===== src/cbpm_pkg.sv =====
// ---------------------------------------------------------------------------
// cbpm_pkg
// Widths, codes and types of the chained block pool manager.
// ---------------------------------------------------------------------------
package cbpm_pkg;

    localparam int NUM_BLOCKS_DEF = 64;

    localparam int CMD_W     = 3;
    localparam int BLK_W     = 6;
    localparam int LINK_W    = 7;
    localparam int CNT_W     = 7;
    localparam int LEN_W     = 13;
    localparam int BYTES_W   = 19;
    localparam int ACC_W     = 20;
    localparam int FAIL_W    = 32;
    localparam int CFG_W     = 13;
    localparam int CFG_IDX_W = 1;
    localparam int MAX_OUT   = 64;
    localparam int RES_AW    = 6;

    localparam logic [LINK_W-1:0] NIL_LINK = 7'h7F;
    localparam logic [LEN_W-1:0]  BB_RESET = 13'd64;
    localparam logic [LEN_W-1:0]  BB_MIN   = 13'd4;
    localparam logic [LEN_W-1:0]  BB_MAX   = 13'd4096;

    localparam logic [CMD_W-1:0] CMD_ALLOC = 3'd0;
    localparam logic [CMD_W-1:0] CMD_FREE  = 3'd1;
    localparam logic [CMD_W-1:0] CMD_MARK  = 3'd2;
    localparam logic [CMD_W-1:0] CMD_LINK  = 3'd3;
    localparam logic [CMD_W-1:0] CMD_PUSH  = 3'd4;
    localparam logic [CMD_W-1:0] CMD_POP   = 3'd5;
    localparam logic [CMD_W-1:0] CMD_WALK  = 3'd6;
    localparam logic [CMD_W-1:0] CMD_DRAIN = 3'd7;

    localparam logic [CFG_IDX_W-1:0] REG_BLOCK_BYTES = 1'd0;
    localparam logic [CFG_IDX_W-1:0] REG_BLOCK_COUNT = 1'd1;

    typedef enum logic [4:0] {
        ST_INIT,
        ST_IDLE,
        ST_DECODE,
        ST_A_CHK,
        ST_A_RD,
        ST_A_UPD,
        ST_A_L1,
        ST_A_L2,
        ST_T_RD,
        ST_T_EV,
        ST_F_WR,
        ST_M_RD,
        ST_M_EV,
        ST_L_W1,
        ST_L_W2,
        ST_P_WR,
        ST_Q_RD,
        ST_Q_EV,
        ST_W_RD,
        ST_W_EV,
        ST_D_LOOP,
        ST_O_RD,
        ST_O_WAIT
    } state_t;

    typedef struct packed {
        logic [BLK_W-1:0] blk;
        logic             ok;
        logic [LEN_W-1:0] used;
        logic             chain_end;
    } res_t;

endpackage


===== src/chained_block_pool_manager.sv =====
// ---------------------------------------------------------------------------
// chained_block_pool_manager
// Fixed block pool with a linked free list, chain commands and a chain FIFO.
//
// The pool holds block_count blocks linked through a next-link table. A
// request carries a command (alloc, free, mark used, link, push, pop, walk,
// drain); the block takes one request at a time and is not ready until
// every response of that request has been taken. Responses are collected
// in a 64-entry buffer and then streamed out, each one carrying the free
// count, low-water mark and failure count as they stand after the whole
// request. One sequencer drives a link/length/end-mark table with one read
// port, one write port and a registered read, so every step through a chain
// passes a read state and a state that uses the read data, and each response
// passes a read state and a wait state as it drains from the buffer. After
// reset and after each block_count write the link table is rebuilt by a
// sweep over all NUM_BLOCKS entries, during which no request is taken;
// configuration writes are still taken.
// ---------------------------------------------------------------------------
module chained_block_pool_manager #(
    parameter int NUM_BLOCKS = cbpm_pkg::NUM_BLOCKS_DEF
) (
    input  logic                            aclk,
    input  logic                            aresetn,
    // configuration
    input  logic                            cfg_wr_en,
    input  logic [cbpm_pkg::CFG_IDX_W-1:0]  cfg_index,
    input  logic [cbpm_pkg::CFG_W-1:0]      cfg_wdata,
    // request channel
    input  logic                            s_valid,
    output logic                            s_ready,
    input  logic [cbpm_pkg::CMD_W-1:0]      s_command,
    input  logic [cbpm_pkg::BLK_W-1:0]      s_block_index,
    input  logic [cbpm_pkg::BLK_W-1:0]      s_other_block,
    input  logic [cbpm_pkg::BYTES_W-1:0]    s_byte_count,
    // response channel
    output logic                            m_valid,
    input  logic                            m_ready,
    output logic [cbpm_pkg::BLK_W-1:0]      m_out_block,
    output logic                            m_ok,
    output logic [cbpm_pkg::LEN_W-1:0]      m_used_bytes,
    output logic                            m_chain_end,
    output logic                            m_last,
    output logic [cbpm_pkg::CNT_W-1:0]      m_free_blocks,
    output logic [cbpm_pkg::CNT_W-1:0]      m_min_free_blocks,
    output logic [cbpm_pkg::FAIL_W-1:0]     m_failed_allocs
);

    localparam int AW = (NUM_BLOCKS > 1) ? $clog2(NUM_BLOCKS) : 1;
    localparam int LW = cbpm_pkg::LINK_W;
    localparam int CW = cbpm_pkg::CNT_W;
    localparam logic [LW-1:0] NUM_LINK = LW'(NUM_BLOCKS);

    // a link at or above the block count of the table marks a chain end
    function automatic logic link_null(input logic [LW-1:0] v);
        return v >= NUM_LINK;
    endfunction

    // ---------------- state ----------------
    cbpm_pkg::state_t state_reg, state_next;

    // configuration and pool bookkeeping (reset)
    logic [cbpm_pkg::LEN_W-1:0]  bb_reg, bb_next;        // block_bytes
    logic [CW-1:0]               cnt_reg, cnt_next;      // block_count
    logic [LW-1:0]               fh_reg, fh_next;        // free list head
    logic [CW-1:0]               ft_reg, ft_next;        // free count
    logic [CW-1:0]               low_reg, low_next;      // low-water mark
    logic [cbpm_pkg::FAIL_W-1:0] fail_reg, fail_next;
    logic [LW-1:0]               qh_reg, qh_next;        // FIFO head
    logic [LW-1:0]               qt_reg, qt_next;        // FIFO tail
    logic [LW-1:0]               sweep_reg, sweep_next;

    // request and working registers (no reset)
    logic [cbpm_pkg::CMD_W-1:0]   cmd_reg, cmd_next;
    logic [cbpm_pkg::BLK_W-1:0]   bi_reg, bi_next;
    logic [cbpm_pkg::BLK_W-1:0]   ob_reg, ob_next;
    logic [cbpm_pkg::BYTES_W-1:0] bytes_reg, bytes_next;
    logic [LW-1:0]                cur_reg, cur_next;     // chain cursor
    logic [LW-1:0]                head_reg, head_next;   // chain head
    logic [LW-1:0]                nb_reg, nb_next;       // newly taken block
    logic [CW-1:0]                steps_reg, steps_next;
    logic [CW-1:0]                taken_reg, taken_next;
    logic [cbpm_pkg::ACC_W-1:0]   acc_reg, acc_next;     // taken * block_bytes
    logic [CW-1:0]                k_reg, k_next;         // responses stored
    logic [cbpm_pkg::RES_AW-1:0]  j_reg, j_next;         // responses sent
    logic [CW-1:0]                vis_reg, vis_next;
    logic [CW-1:0]                lim_reg, lim_next;

    // ---------------- link table ----------------
    logic [LW-1:0]              link_mem [NUM_BLOCKS];
    logic [cbpm_pkg::LEN_W-1:0] used_mem [NUM_BLOCKS];
    logic                       end_mem  [NUM_BLOCKS];

    logic [AW-1:0]              mem_raddr, mem_waddr;
    logic                       lk_we, us_we, en_we;
    logic [LW-1:0]              lk_wdata;
    logic [cbpm_pkg::LEN_W-1:0] us_wdata;
    logic                       en_wdata;
    logic [LW-1:0]              lk_rd;
    logic [cbpm_pkg::LEN_W-1:0] us_rd;
    logic                       en_rd;

    always_ff @(posedge aclk) begin
        if (lk_we) begin
            link_mem[mem_waddr] <= lk_wdata;
        end
        if (us_we) begin
            used_mem[mem_waddr] <= us_wdata;
        end
        if (en_we) begin
            end_mem[mem_waddr] <= en_wdata;
        end
        lk_rd <= link_mem[mem_raddr];
        us_rd <= used_mem[mem_raddr];
        en_rd <= end_mem[mem_raddr];
    end

    // ---------------- response buffer ----------------
    cbpm_pkg::res_t res_mem [cbpm_pkg::MAX_OUT];
    cbpm_pkg::res_t res_wdata, res_rd;
    logic           res_we;

    always_ff @(posedge aclk) begin
        if (res_we) begin
            res_mem[k_reg[cbpm_pkg::RES_AW-1:0]] <= res_wdata;
        end
        res_rd <= res_mem[j_reg];
    end

    // ---------------- helpers ----------------
    logic          bad_bi, bad_ob;
    logic [CW-1:0] ft_dec;
    logic [CW:0]   ft_sum;
    logic [CW-1:0] ft_add;
    logic [cbpm_pkg::FAIL_W-1:0] fail_inc;
    logic [CW-1:0] room, lim_new;
    logic          walk_end;
    logic [cbpm_pkg::LEN_W-1:0] cfg_bb;
    logic [CW-1:0] cfg_cnt;

    always_comb begin
        bad_bi   = {1'b0, bi_reg} >= cnt_reg;
        bad_ob   = {1'b0, ob_reg} >= cnt_reg;
        ft_dec   = (ft_reg == '0) ? '0 : ft_reg - CW'(1);
        ft_sum   = {1'b0, ft_reg} + {1'b0, steps_reg};
        ft_add   = ft_sum[CW] ? '1 : ft_sum[CW-1:0];
        fail_inc = (fail_reg == '1) ? fail_reg : fail_reg + 1'b1;
        room     = CW'(cbpm_pkg::MAX_OUT) - k_reg;
        lim_new  = (room < cnt_reg) ? room : cnt_reg;
        walk_end = en_rd || link_null(lk_rd);
        // register writes saturate into their legal ranges (block_count from the low CNT_W bits)
        if (cfg_wdata < cbpm_pkg::BB_MIN) begin
            cfg_bb = cbpm_pkg::BB_MIN;
        end else if (cfg_wdata > cbpm_pkg::BB_MAX) begin
            cfg_bb = cbpm_pkg::BB_MAX;
        end else begin
            cfg_bb = cfg_wdata;
        end
        if (cfg_wdata[CW-1:0] == '0) begin
            cfg_cnt = CW'(1);
        end else if (cfg_wdata[CW-1:0] > CW'(NUM_BLOCKS)) begin
            cfg_cnt = CW'(NUM_BLOCKS);
        end else begin
            cfg_cnt = cfg_wdata[CW-1:0];
        end
    end

    // ---------------- sequencer ----------------
    always_comb begin
        state_next = state_reg;
        bb_next    = bb_reg;
        cnt_next   = cnt_reg;
        fh_next    = fh_reg;
        ft_next    = ft_reg;
        low_next   = low_reg;
        fail_next  = fail_reg;
        qh_next    = qh_reg;
        qt_next    = qt_reg;
        sweep_next = sweep_reg;
        cmd_next   = cmd_reg;
        bi_next    = bi_reg;
        ob_next    = ob_reg;
        bytes_next = bytes_reg;
        cur_next   = cur_reg;
        head_next  = head_reg;
        nb_next    = nb_reg;
        steps_next = steps_reg;
        taken_next = taken_reg;
        acc_next   = acc_reg;
        k_next     = k_reg;
        j_next     = j_reg;
        vis_next   = vis_reg;
        lim_next   = lim_reg;

        mem_raddr  = cur_reg[AW-1:0];
        mem_waddr  = cur_reg[AW-1:0];
        lk_we      = 1'b0;
        us_we      = 1'b0;
        en_we      = 1'b0;
        lk_wdata   = cbpm_pkg::NIL_LINK;
        us_wdata   = bb_reg;
        en_wdata   = 1'b0;
        res_we     = 1'b0;
        res_wdata  = '0;

        case (state_reg)
            cbpm_pkg::ST_INIT: begin
                // rebuild the free chain 0..count-1, one entry a cycle
                lk_we     = 1'b1;
                mem_waddr = sweep_reg[AW-1:0];
                lk_wdata  = ((sweep_reg + LW'(1)) < cnt_reg) ? sweep_reg + LW'(1)
                                                             : cbpm_pkg::NIL_LINK;
                if (sweep_reg == LW'(NUM_BLOCKS - 1)) begin
                    state_next = cbpm_pkg::ST_IDLE;
                end else begin
                    sweep_next = sweep_reg + LW'(1);
                end
            end

            cbpm_pkg::ST_IDLE: begin
                if (s_valid) begin
                    cmd_next   = s_command;
                    bi_next    = s_block_index;
                    ob_next    = s_other_block;
                    bytes_next = s_byte_count;
                    k_next     = '0;
                    j_next     = '0;
                    taken_next = '0;
                    state_next = cbpm_pkg::ST_DECODE;
                end
            end

            cbpm_pkg::ST_DECODE: begin
                state_next = cbpm_pkg::ST_O_RD;
                case (cmd_reg)
                    cbpm_pkg::CMD_ALLOC: begin
                        state_next = cbpm_pkg::ST_A_RD;
                    end
                    cbpm_pkg::CMD_FREE: begin
                        if (bad_bi) begin
                            res_we = 1'b1;
                            k_next = k_reg + CW'(1);
                        end else begin
                            head_next  = {1'b0, bi_reg};
                            cur_next   = {1'b0, bi_reg};
                            steps_next = CW'(1);
                            state_next = cbpm_pkg::ST_T_RD;
                        end
                    end
                    cbpm_pkg::CMD_MARK: begin
                        if (bad_bi) begin
                            res_we = 1'b1;
                            k_next = k_reg + CW'(1);
                        end else begin
                            state_next = cbpm_pkg::ST_M_RD;
                        end
                    end
                    cbpm_pkg::CMD_LINK: begin
                        if (bad_bi || bad_ob) begin
                            res_we = 1'b1;
                            k_next = k_reg + CW'(1);
                        end else begin
                            cur_next   = {1'b0, bi_reg};
                            steps_next = CW'(1);
                            state_next = cbpm_pkg::ST_T_RD;
                        end
                    end
                    cbpm_pkg::CMD_PUSH: begin
                        if (bad_bi) begin
                            res_we = 1'b1;
                            k_next = k_reg + CW'(1);
                        end else begin
                            state_next = cbpm_pkg::ST_P_WR;
                        end
                    end
                    cbpm_pkg::CMD_POP: begin
                        if (link_null(qh_reg)) begin
                            res_we = 1'b1;
                            k_next = k_reg + CW'(1);
                        end else begin
                            head_next  = qh_reg;
                            cur_next   = qh_reg;
                            steps_next = CW'(1);
                            state_next = cbpm_pkg::ST_Q_RD;
                        end
                    end
                    cbpm_pkg::CMD_WALK: begin
                        if (bad_bi) begin
                            res_we = 1'b1;
                            k_next = k_reg + CW'(1);
                        end else begin
                            cur_next   = {1'b0, bi_reg};
                            vis_next   = '0;
                            lim_next   = lim_new;
                            state_next = cbpm_pkg::ST_W_RD;
                        end
                    end
                    default: begin
                        if (link_null(qh_reg)) begin
                            res_we = 1'b1;
                            k_next = k_reg + CW'(1);
                        end else begin
                            state_next = cbpm_pkg::ST_D_LOOP;
                        end
                    end
                endcase
            end

            // ---- allocation: take blocks off the free head ----
            cbpm_pkg::ST_A_RD: begin
                mem_raddr = fh_reg[AW-1:0];
                if (link_null(fh_reg)) begin
                    fail_next = fail_inc;
                    if (taken_reg == '0) begin
                        res_we     = 1'b1;
                        k_next     = k_reg + CW'(1);
                        state_next = cbpm_pkg::ST_O_RD;
                    end else begin
                        cur_next   = head_reg;
                        steps_next = CW'(1);
                        state_next = cbpm_pkg::ST_T_RD;
                    end
                end else begin
                    state_next = cbpm_pkg::ST_A_UPD;
                end
            end

            cbpm_pkg::ST_A_UPD: begin
                mem_waddr  = fh_reg[AW-1:0];
                lk_we      = 1'b1;
                lk_wdata   = cbpm_pkg::NIL_LINK;
                us_we      = 1'b1;
                us_wdata   = bb_reg;
                en_we      = 1'b1;
                en_wdata   = 1'b1;
                fh_next    = lk_rd;
                ft_next    = ft_dec;
                if (ft_dec < low_reg) begin
                    low_next = ft_dec;
                end
                taken_next = taken_reg + CW'(1);
                if (taken_reg == '0) begin
                    head_next  = fh_reg;
                    cur_next   = fh_reg;
                    acc_next   = cbpm_pkg::ACC_W'(bb_reg);
                    state_next = cbpm_pkg::ST_A_CHK;
                end else begin
                    nb_next    = fh_reg;
                    state_next = cbpm_pkg::ST_A_L1;
                end
            end

            cbpm_pkg::ST_A_L1: begin
                // old tail loses its end mark and points at the new block
                en_we      = 1'b1;
                en_wdata   = 1'b0;
                lk_we      = 1'b1;
                lk_wdata   = nb_reg;
                state_next = cbpm_pkg::ST_A_L2;
            end

            cbpm_pkg::ST_A_L2: begin
                mem_waddr  = nb_reg[AW-1:0];
                en_we      = 1'b1;
                en_wdata   = 1'b1;
                cur_next   = nb_reg;
                acc_next   = acc_reg + cbpm_pkg::ACC_W'(bb_reg);
                state_next = cbpm_pkg::ST_A_CHK;
            end

            cbpm_pkg::ST_A_CHK: begin
                if (acc_reg < cbpm_pkg::ACC_W'(bytes_reg)) begin
                    if (taken_reg >= cnt_reg) begin
                        fail_next  = fail_inc;
                        cur_next   = head_reg;
                        steps_next = CW'(1);
                        state_next = cbpm_pkg::ST_T_RD;
                    end else begin
                        state_next = cbpm_pkg::ST_A_RD;
                    end
                end else begin
                    res_we        = 1'b1;
                    res_wdata.blk = head_reg[cbpm_pkg::BLK_W-1:0];
                    res_wdata.ok  = 1'b1;
                    k_next        = k_reg + CW'(1);
                    state_next    = cbpm_pkg::ST_O_RD;
                end
            end

            // ---- tail search, bounded by block_count ----
            cbpm_pkg::ST_T_RD: begin
                state_next = cbpm_pkg::ST_T_EV;
            end

            cbpm_pkg::ST_T_EV: begin
                if (!link_null(lk_rd) && (steps_reg < cnt_reg)) begin
                    cur_next   = lk_rd;
                    steps_next = steps_reg + CW'(1);
                    state_next = cbpm_pkg::ST_T_RD;
                end else begin
                    case (cmd_reg)
                        cbpm_pkg::CMD_LINK: begin
                            state_next = cbpm_pkg::ST_L_W1;
                        end
                        cbpm_pkg::CMD_PUSH: begin
                            qt_next      = cur_reg;
                            res_we       = 1'b1;
                            res_wdata.ok = 1'b1;
                            k_next       = k_reg + CW'(1);
                            state_next   = cbpm_pkg::ST_O_RD;
                        end
                        default: begin
                            state_next = cbpm_pkg::ST_F_WR;
                        end
                    endcase
                end
            end

            // ---- return a chain to the free head ----
            cbpm_pkg::ST_F_WR: begin
                lk_we    = 1'b1;
                lk_wdata = fh_reg;
                fh_next  = head_reg;
                ft_next  = ft_add;
                case (cmd_reg)
                    cbpm_pkg::CMD_ALLOC: begin
                        res_we     = 1'b1;
                        k_next     = k_reg + CW'(1);
                        state_next = cbpm_pkg::ST_O_RD;
                    end
                    cbpm_pkg::CMD_FREE: begin
                        res_we       = 1'b1;
                        res_wdata.ok = 1'b1;
                        k_next       = k_reg + CW'(1);
                        state_next   = cbpm_pkg::ST_O_RD;
                    end
                    default: begin
                        state_next = cbpm_pkg::ST_D_LOOP;
                    end
                endcase
            end

            // ---- mark used bytes ----
            cbpm_pkg::ST_M_RD: begin
                mem_raddr  = bi_reg[AW-1:0];
                state_next = cbpm_pkg::ST_M_EV;
            end

            cbpm_pkg::ST_M_EV: begin
                mem_waddr = bi_reg[AW-1:0];
                if (bytes_reg < cbpm_pkg::BYTES_W'(us_rd)) begin
                    us_we    = 1'b1;
                    us_wdata = bytes_reg[cbpm_pkg::LEN_W-1:0];
                end
                res_we       = 1'b1;
                res_wdata.ok = 1'b1;
                k_next       = k_reg + CW'(1);
                state_next   = cbpm_pkg::ST_O_RD;
            end

            // ---- link: tail of first chain to other_block ----
            cbpm_pkg::ST_L_W1: begin
                en_we      = 1'b1;
                en_wdata   = 1'b0;
                lk_we      = 1'b1;
                lk_wdata   = {1'b0, ob_reg};
                state_next = cbpm_pkg::ST_L_W2;
            end

            cbpm_pkg::ST_L_W2: begin
                mem_waddr    = ob_reg[AW-1:0];
                en_we        = 1'b1;
                en_wdata     = 1'b1;
                res_we       = 1'b1;
                res_wdata.ok = 1'b1;
                k_next       = k_reg + CW'(1);
                state_next   = cbpm_pkg::ST_O_RD;
            end

            // ---- push: append chain to the FIFO ----
            cbpm_pkg::ST_P_WR: begin
                if (link_null(qh_reg) || link_null(qt_reg)) begin
                    qh_next = {1'b0, bi_reg};
                end else begin
                    mem_waddr = qt_reg[AW-1:0];
                    lk_we     = 1'b1;
                    lk_wdata  = {1'b0, bi_reg};
                end
                cur_next   = {1'b0, bi_reg};
                steps_next = CW'(1);
                state_next = cbpm_pkg::ST_T_RD;
            end

            // ---- pop: cut the first chain off the FIFO ----
            cbpm_pkg::ST_Q_RD: begin
                state_next = cbpm_pkg::ST_Q_EV;
            end

            cbpm_pkg::ST_Q_EV: begin
                if (!en_rd && !link_null(lk_rd) && (steps_reg < cnt_reg)) begin
                    cur_next   = lk_rd;
                    steps_next = steps_reg + CW'(1);
                    state_next = cbpm_pkg::ST_Q_RD;
                end else begin
                    if (link_null(lk_rd)) begin
                        qh_next = cbpm_pkg::NIL_LINK;
                        qt_next = cbpm_pkg::NIL_LINK;
                    end else begin
                        qh_next = lk_rd;
                    end
                    lk_we    = 1'b1;
                    lk_wdata = cbpm_pkg::NIL_LINK;
                    if (cmd_reg == cbpm_pkg::CMD_POP) begin
                        res_we        = 1'b1;
                        res_wdata.blk = head_reg[cbpm_pkg::BLK_W-1:0];
                        res_wdata.ok  = 1'b1;
                        k_next        = k_reg + CW'(1);
                        state_next    = cbpm_pkg::ST_O_RD;
                    end else begin
                        cur_next   = head_reg;
                        vis_next   = '0;
                        lim_next   = lim_new;
                        state_next = cbpm_pkg::ST_W_RD;
                    end
                end
            end

            // ---- walk: one response per block ----
            cbpm_pkg::ST_W_RD: begin
                if (vis_reg < lim_reg) begin
                    state_next = cbpm_pkg::ST_W_EV;
                end else if (cmd_reg == cbpm_pkg::CMD_WALK) begin
                    state_next = cbpm_pkg::ST_O_RD;
                end else begin
                    cur_next   = head_reg;
                    steps_next = CW'(1);
                    state_next = cbpm_pkg::ST_T_RD;
                end
            end

            cbpm_pkg::ST_W_EV: begin
                res_we              = 1'b1;
                res_wdata.blk       = cur_reg[cbpm_pkg::BLK_W-1:0];
                res_wdata.ok        = 1'b1;
                res_wdata.used      = us_rd;
                res_wdata.chain_end = walk_end;
                k_next              = k_reg + CW'(1);
                vis_next            = vis_reg + CW'(1);
                if (!walk_end) begin
                    cur_next   = lk_rd;
                    state_next = cbpm_pkg::ST_W_RD;
                end else if (cmd_reg == cbpm_pkg::CMD_WALK) begin
                    state_next = cbpm_pkg::ST_O_RD;
                end else begin
                    cur_next   = head_reg;
                    steps_next = CW'(1);
                    state_next = cbpm_pkg::ST_T_RD;
                end
            end

            // ---- drain: pop, walk and free until empty or buffer full ----
            cbpm_pkg::ST_D_LOOP: begin
                if (!link_null(qh_reg) && (k_reg < CW'(cbpm_pkg::MAX_OUT))) begin
                    head_next  = qh_reg;
                    cur_next   = qh_reg;
                    steps_next = CW'(1);
                    state_next = cbpm_pkg::ST_Q_RD;
                end else begin
                    state_next = cbpm_pkg::ST_O_RD;
                end
            end

            // ---- response streaming ----
            cbpm_pkg::ST_O_RD: begin
                state_next = cbpm_pkg::ST_O_WAIT;
            end

            cbpm_pkg::ST_O_WAIT: begin
                if (m_ready) begin
                    if ((CW'(j_reg) + CW'(1)) == k_reg) begin
                        state_next = cbpm_pkg::ST_IDLE;
                    end else begin
                        j_next     = j_reg + 1'b1;
                        state_next = cbpm_pkg::ST_O_RD;
                    end
                end
            end

            default: begin
                state_next = cbpm_pkg::ST_IDLE;
            end
        endcase

        // register writes; a block_count write rebuilds the pool
        if (cfg_wr_en) begin
            case (cfg_index)
                cbpm_pkg::REG_BLOCK_BYTES: begin
                    bb_next = cfg_bb;
                end
                cbpm_pkg::REG_BLOCK_COUNT: begin
                    cnt_next   = cfg_cnt;
                    fh_next    = '0;
                    ft_next    = cfg_cnt;
                    low_next   = cfg_cnt;
                    fail_next  = '0;
                    qh_next    = cbpm_pkg::NIL_LINK;
                    qt_next    = cbpm_pkg::NIL_LINK;
                    sweep_next = '0;
                    state_next = cbpm_pkg::ST_INIT;
                end
                default: begin
                    bb_next = bb_reg;
                end
            endcase
        end
    end

    always_ff @(posedge aclk) begin
        if (!aresetn) begin
            state_reg <= cbpm_pkg::ST_INIT;
            bb_reg    <= cbpm_pkg::BB_RESET;
            cnt_reg   <= CW'(NUM_BLOCKS);
            fh_reg    <= '0;
            ft_reg    <= CW'(NUM_BLOCKS);
            low_reg   <= CW'(NUM_BLOCKS);
            fail_reg  <= '0;
            qh_reg    <= cbpm_pkg::NIL_LINK;
            qt_reg    <= cbpm_pkg::NIL_LINK;
            sweep_reg <= '0;
        end else begin
            state_reg <= state_next;
            bb_reg    <= bb_next;
            cnt_reg   <= cnt_next;
            fh_reg    <= fh_next;
            ft_reg    <= ft_next;
            low_reg   <= low_next;
            fail_reg  <= fail_next;
            qh_reg    <= qh_next;
            qt_reg    <= qt_next;
            sweep_reg <= sweep_next;
        end
    end

    always_ff @(posedge aclk) begin
        cmd_reg   <= cmd_next;
        bi_reg    <= bi_next;
        ob_reg    <= ob_next;
        bytes_reg <= bytes_next;
        cur_reg   <= cur_next;
        head_reg  <= head_next;
        nb_reg    <= nb_next;
        steps_reg <= steps_next;
        taken_reg <= taken_next;
        acc_reg   <= acc_next;
        k_reg     <= k_next;
        j_reg     <= j_next;
        vis_reg   <= vis_next;
        lim_reg   <= lim_next;
    end

    // ---------------- ports ----------------
    assign s_ready           = (state_reg == cbpm_pkg::ST_IDLE);
    assign m_valid           = (state_reg == cbpm_pkg::ST_O_WAIT);
    assign m_out_block       = res_rd.blk;
    assign m_ok              = res_rd.ok;
    assign m_used_bytes      = res_rd.used;
    assign m_chain_end       = res_rd.chain_end;
    assign m_last            = ((CW'(j_reg) + CW'(1)) == k_reg);
    assign m_free_blocks     = ft_reg;
    assign m_min_free_blocks = low_reg;
    assign m_failed_allocs   = fail_reg;

endmodule


===== config.mk =====
export PLATFORM = sky130hd
export DESIGN_NAME = chained_block_pool_manager
export DESIGN_NICKNAME = d
export VERILOG_FILES = /design/src/cbpm_pkg.sv /design/src/chained_block_pool_manager.sv
export SDC_FILE = /design/constraint.sdc
export NUM_CORES = 2
export LEC_CHECK = 0
export BUFFER_PORTS_ARGS = -buffer_cell sky130_fd_sc_hd__buf_4
export CORE_MARGIN = 4
export CORE_UTILIZATION = 50
export CTS_BUF_LIST = sky130_fd_sc_hd__clkbuf_16
export DETAILED_ROUTE_END_ITERATION = 16
export PLACE_DENSITY = 0.72
export SYNTH_ARGS = -nofsm -noshare
export SYNTH_HDL_FRONTEND = slang
export SYNTH_SLANG_ARGS = --single-unit

===== constraint.sdc =====
create_clock -name aclk -period 7.7 [get_ports aclk]
set_input_delay 0.77 -clock aclk [delete_from_list [all_inputs] [get_ports aclk]]
set_output_delay 0.77 -clock aclk [all_outputs]
set_load 0.01 [all_outputs]

==> metrics.yaml <==
dr.pass1.iters: 8
synth_top_cells_by_area: "edfxtp_1 (70%), mux4_2 (8.0%), mux2i_1 (2.7%)"
wl_um: 319000
synth-compound-area-share: 0.0688
power.static_leakage_nw: 43.9
crit_required_ns: 8.50
routedWlPerCell_um: 29.9
cp-startpoint: "state_reg[2]$_SDFF_PN0_"
netlist_instances: 7064
min_path_type: "in2reg"
horiz_die_dim_um: 497
largest_register_ff_count: 1344
post-dp-hpwl_um: 190000
finalWeightedCongestion: 0.946
drt_first_iter_violations: 9772
setup_viol: 0
fin_tns_setup_ns: 0
grt_pass1_wl_um: 464000
timing.critical_path.to_type: "flip-flop"
achievable_frequency_mhz: 183
die-height_um: 497
worst_slew_margin_rel: 0.0800
timing.reg2reg.setup_slack_ns: 2.23
netlist.top_cell.by_area: "edfxtp_1"
clk_path_buf_depth: 4
synth_top_family_by_area: "multiplexers"
totalPowerFinal_mw: 31.7
worst_r2r_endpoint: "us_rd[6]$_DFF_P_"
finalCritPeriodShare: 0.711
synth_edf_count: 2804
syn2layout_area_growth_pct: 12.5
ctsRootBufferMaster: "clkbuf_16"
crit_path_max_fanout: 129
maxCapViolations: 0
insertion_delay_ns: 0.95
synth.net_count: 7229
core_region_area_um2: 238000
synth_mux_area_frac: 0.116
holdBufCountCts: 6
ys_warn_count: 0
finish.utilization: 0.566
vias_per_cell: 6.46
tritoncts: "yes"
routed-via-count: 68813
track_usage: 0.252
floorplan.initialDensity: 0.503
postSynth.asyncResetShare: 0
clk_pin_slew_worst_paths_ns: 0.07
postCtsSetupRepairBufs: 0
fin_nets: 7432
path_class: "reg2reg"
route.detailed.drc: 0
fin_crit_ns: 5.47
globalRoute.totalOverflow: 0
crit_path_end: "us_rd[6]$_DFF_P_"
synthDominantCellAreaShare: 0.704
share_of_layout_cells_above_drive_strength_1: 0.196
final-hold-violation-count: 0
tritoncts_num_sinks: 2945
post_synth_most_frequent_cells: "edfxtp_1 (2804), nand2_1 (505), mux4_2 (423)"
startpoint_of_the_most_critical_register_to_register_path: "state_reg[2]$_SDFF_PN0_"
ir_drop_v: 0.000332
grt_start_max_net_pins: 130
ant_nets: 0
netlist-cell-type-count: 83
grt_pass1_vias: 67349
synthesis.area_um2: 120000
grt_antenna_before_repair: 7
cp_startpoint_kind: "flip-flop"
flops_latches_synth: 2945
rows: 179
ff_to_ff_path_depth: 8
synth-adder-area-share: 0.0118
pins_over_slew_limit: 0
cts_htree_levels: 5
post_cts.resized_instances: 0
io_pins: 123
cts_buffer_count: 298
synth_xor_xnor_area_share: 0.00527
power_density_nw_per_um2: 236
grt_setup_unrepaired: "no"
synthMostInstantiatedCell: "edfxtp_1"
synth-seq-area-share: 0.727
critPathArrivalTime_ns: 6.28
die-area_um2: 247000
worst_pin_slew_ns: 1.38
ys_dominant_reg_cell: "edfxtp_1"
port_buffers: 122
synth_simple_gate_area_frac: 0.0515
run_status: "complete, no violations"
syn-mean-instance-area_um2: 16.9
fin_skew_ns: 0.0707
==> worst max-delay path: stages, from the launching register on <==
cell     delay, ns
dfxtp_1       0.98
nor2b_1       0.91
a32o_1        0.41
a21o_4        0.58
buf_12        0.54
mux4_2        0.45
a22oi_1       0.49
nand4_1       0.32
or3_1         0.39
==> routing by layer <==
layer | vias to the layer above | share of wire | global-route usage
li1 | 28791 | - | -
met1 | 34987 | 0.38 | 0.347
met2 | 4214 | 0.48 | 0.400
met3 | 811 | 0.098 | 0.0473
met4 | 10 | 0.047 | 0.104
met5 | - | 0.00022 | 0
==> per-stage QoR <==
step                hold slack, ns  instances  area (µm²)  setup slack [ns]
finish                      0.0609      10650      135000              2.23
global route                0.0262      10648      135000              2.04
CTS                        0.00528      10646      135000              2.36
detailed placement           0.464      10128      125000              2.41
global placement             0.450      10128      125000              2.49
floorplan                    0.406       7064      120000              2.94
==> how the worst min path moves through the flow <==
stage	startpoint	to	slack (ns)	cells past startpoint
3_5_place_dp	sweep_reg[6]$_SDFF_PN0_	sweep_reg[6]$_SDFF_PN0_	0.46	2
3_3_place_gp	sweep_reg[6]$_SDFF_PN0_	sweep_reg[6]$_SDFF_PN0_	0.45	2
6_report	s_byte_count[13]	bytes_reg[13]$_DFFE_PP_	0.06	1
4_1_cts	s_byte_count[13]	bytes_reg[13]$_DFFE_PP_	0.005	1
5_1_grt	s_byte_count[2]	bytes_reg[2]$_DFFE_PP_	0.03	1
2_1_floorplan	fh_reg[6]$_SDFF_PN0_	nb_reg[6]$_DFFE_PP_	0.41	0
==> layout make-up <==
cell class                 instances  area (µm²)
tap                             3167        3960
timing repair buffer             324        2560
multi-input combinational       3587       31400
fill                           17666      103000
inverter                         111         417
clock buffer                     303        7580
clock inverter                   209        1650
antenna                            4        10.0
sequential                      2945       87000
==> power by group <==
group / internal [mW] / switching, mW / total (mW) / leakage (nW)
sequential: 17.4 / 0.0159 / 17.4 / 28.1
combinational: 0.0899 / 0.293 / 0.383 / 11.1
clock: 8.02 / 5.87 / 13.9 / 4.71
total: 25.5 / 6.18 / 31.7 / 43.9
==> cells in the final DEF (no fill, tap or decap), types with 27 or more instances in the layout <==
cell type  Yosys  final
nor3_1        62     32
o22ai_1       89     89
nand4_1       73     73
or3_1         55     55
mux4_2       423    423
clkinv_2       0     45
a21o_1        34     32
edfxtp_1    2804   2804
clkbuf_16      0    303
bufinv_16      0     27
and3_1        32     31
dfxtp_1      141    141
a2111oi_0     28     28
o32ai_1       42     42
a21oi_1      326    323
xor2_1        35     35
mux2i_1      323    322
nor4_2         0     38
inv_1        109    158
mux2_2       104    102
nor2_1       318    293
nor3_2         0     30
a211oi_2       2     64
o21ai_0      196    188
o221ai_1      99     99
nand3_1      139    137
xnor2_1       37     37
ha_1         110    110
nand2_1      505    501
clkinv_1       2     69
buf_4         17    309
a22oi_1      175    175
==> cells by family after synthesis <==
group,Yosys count
compound gates,1217
buf+inv,532
flops,2945
mux,850
xor+xnor,72
fa+ha+maj,112
simple gates,1336
Power figures use the tool's default switching activity.
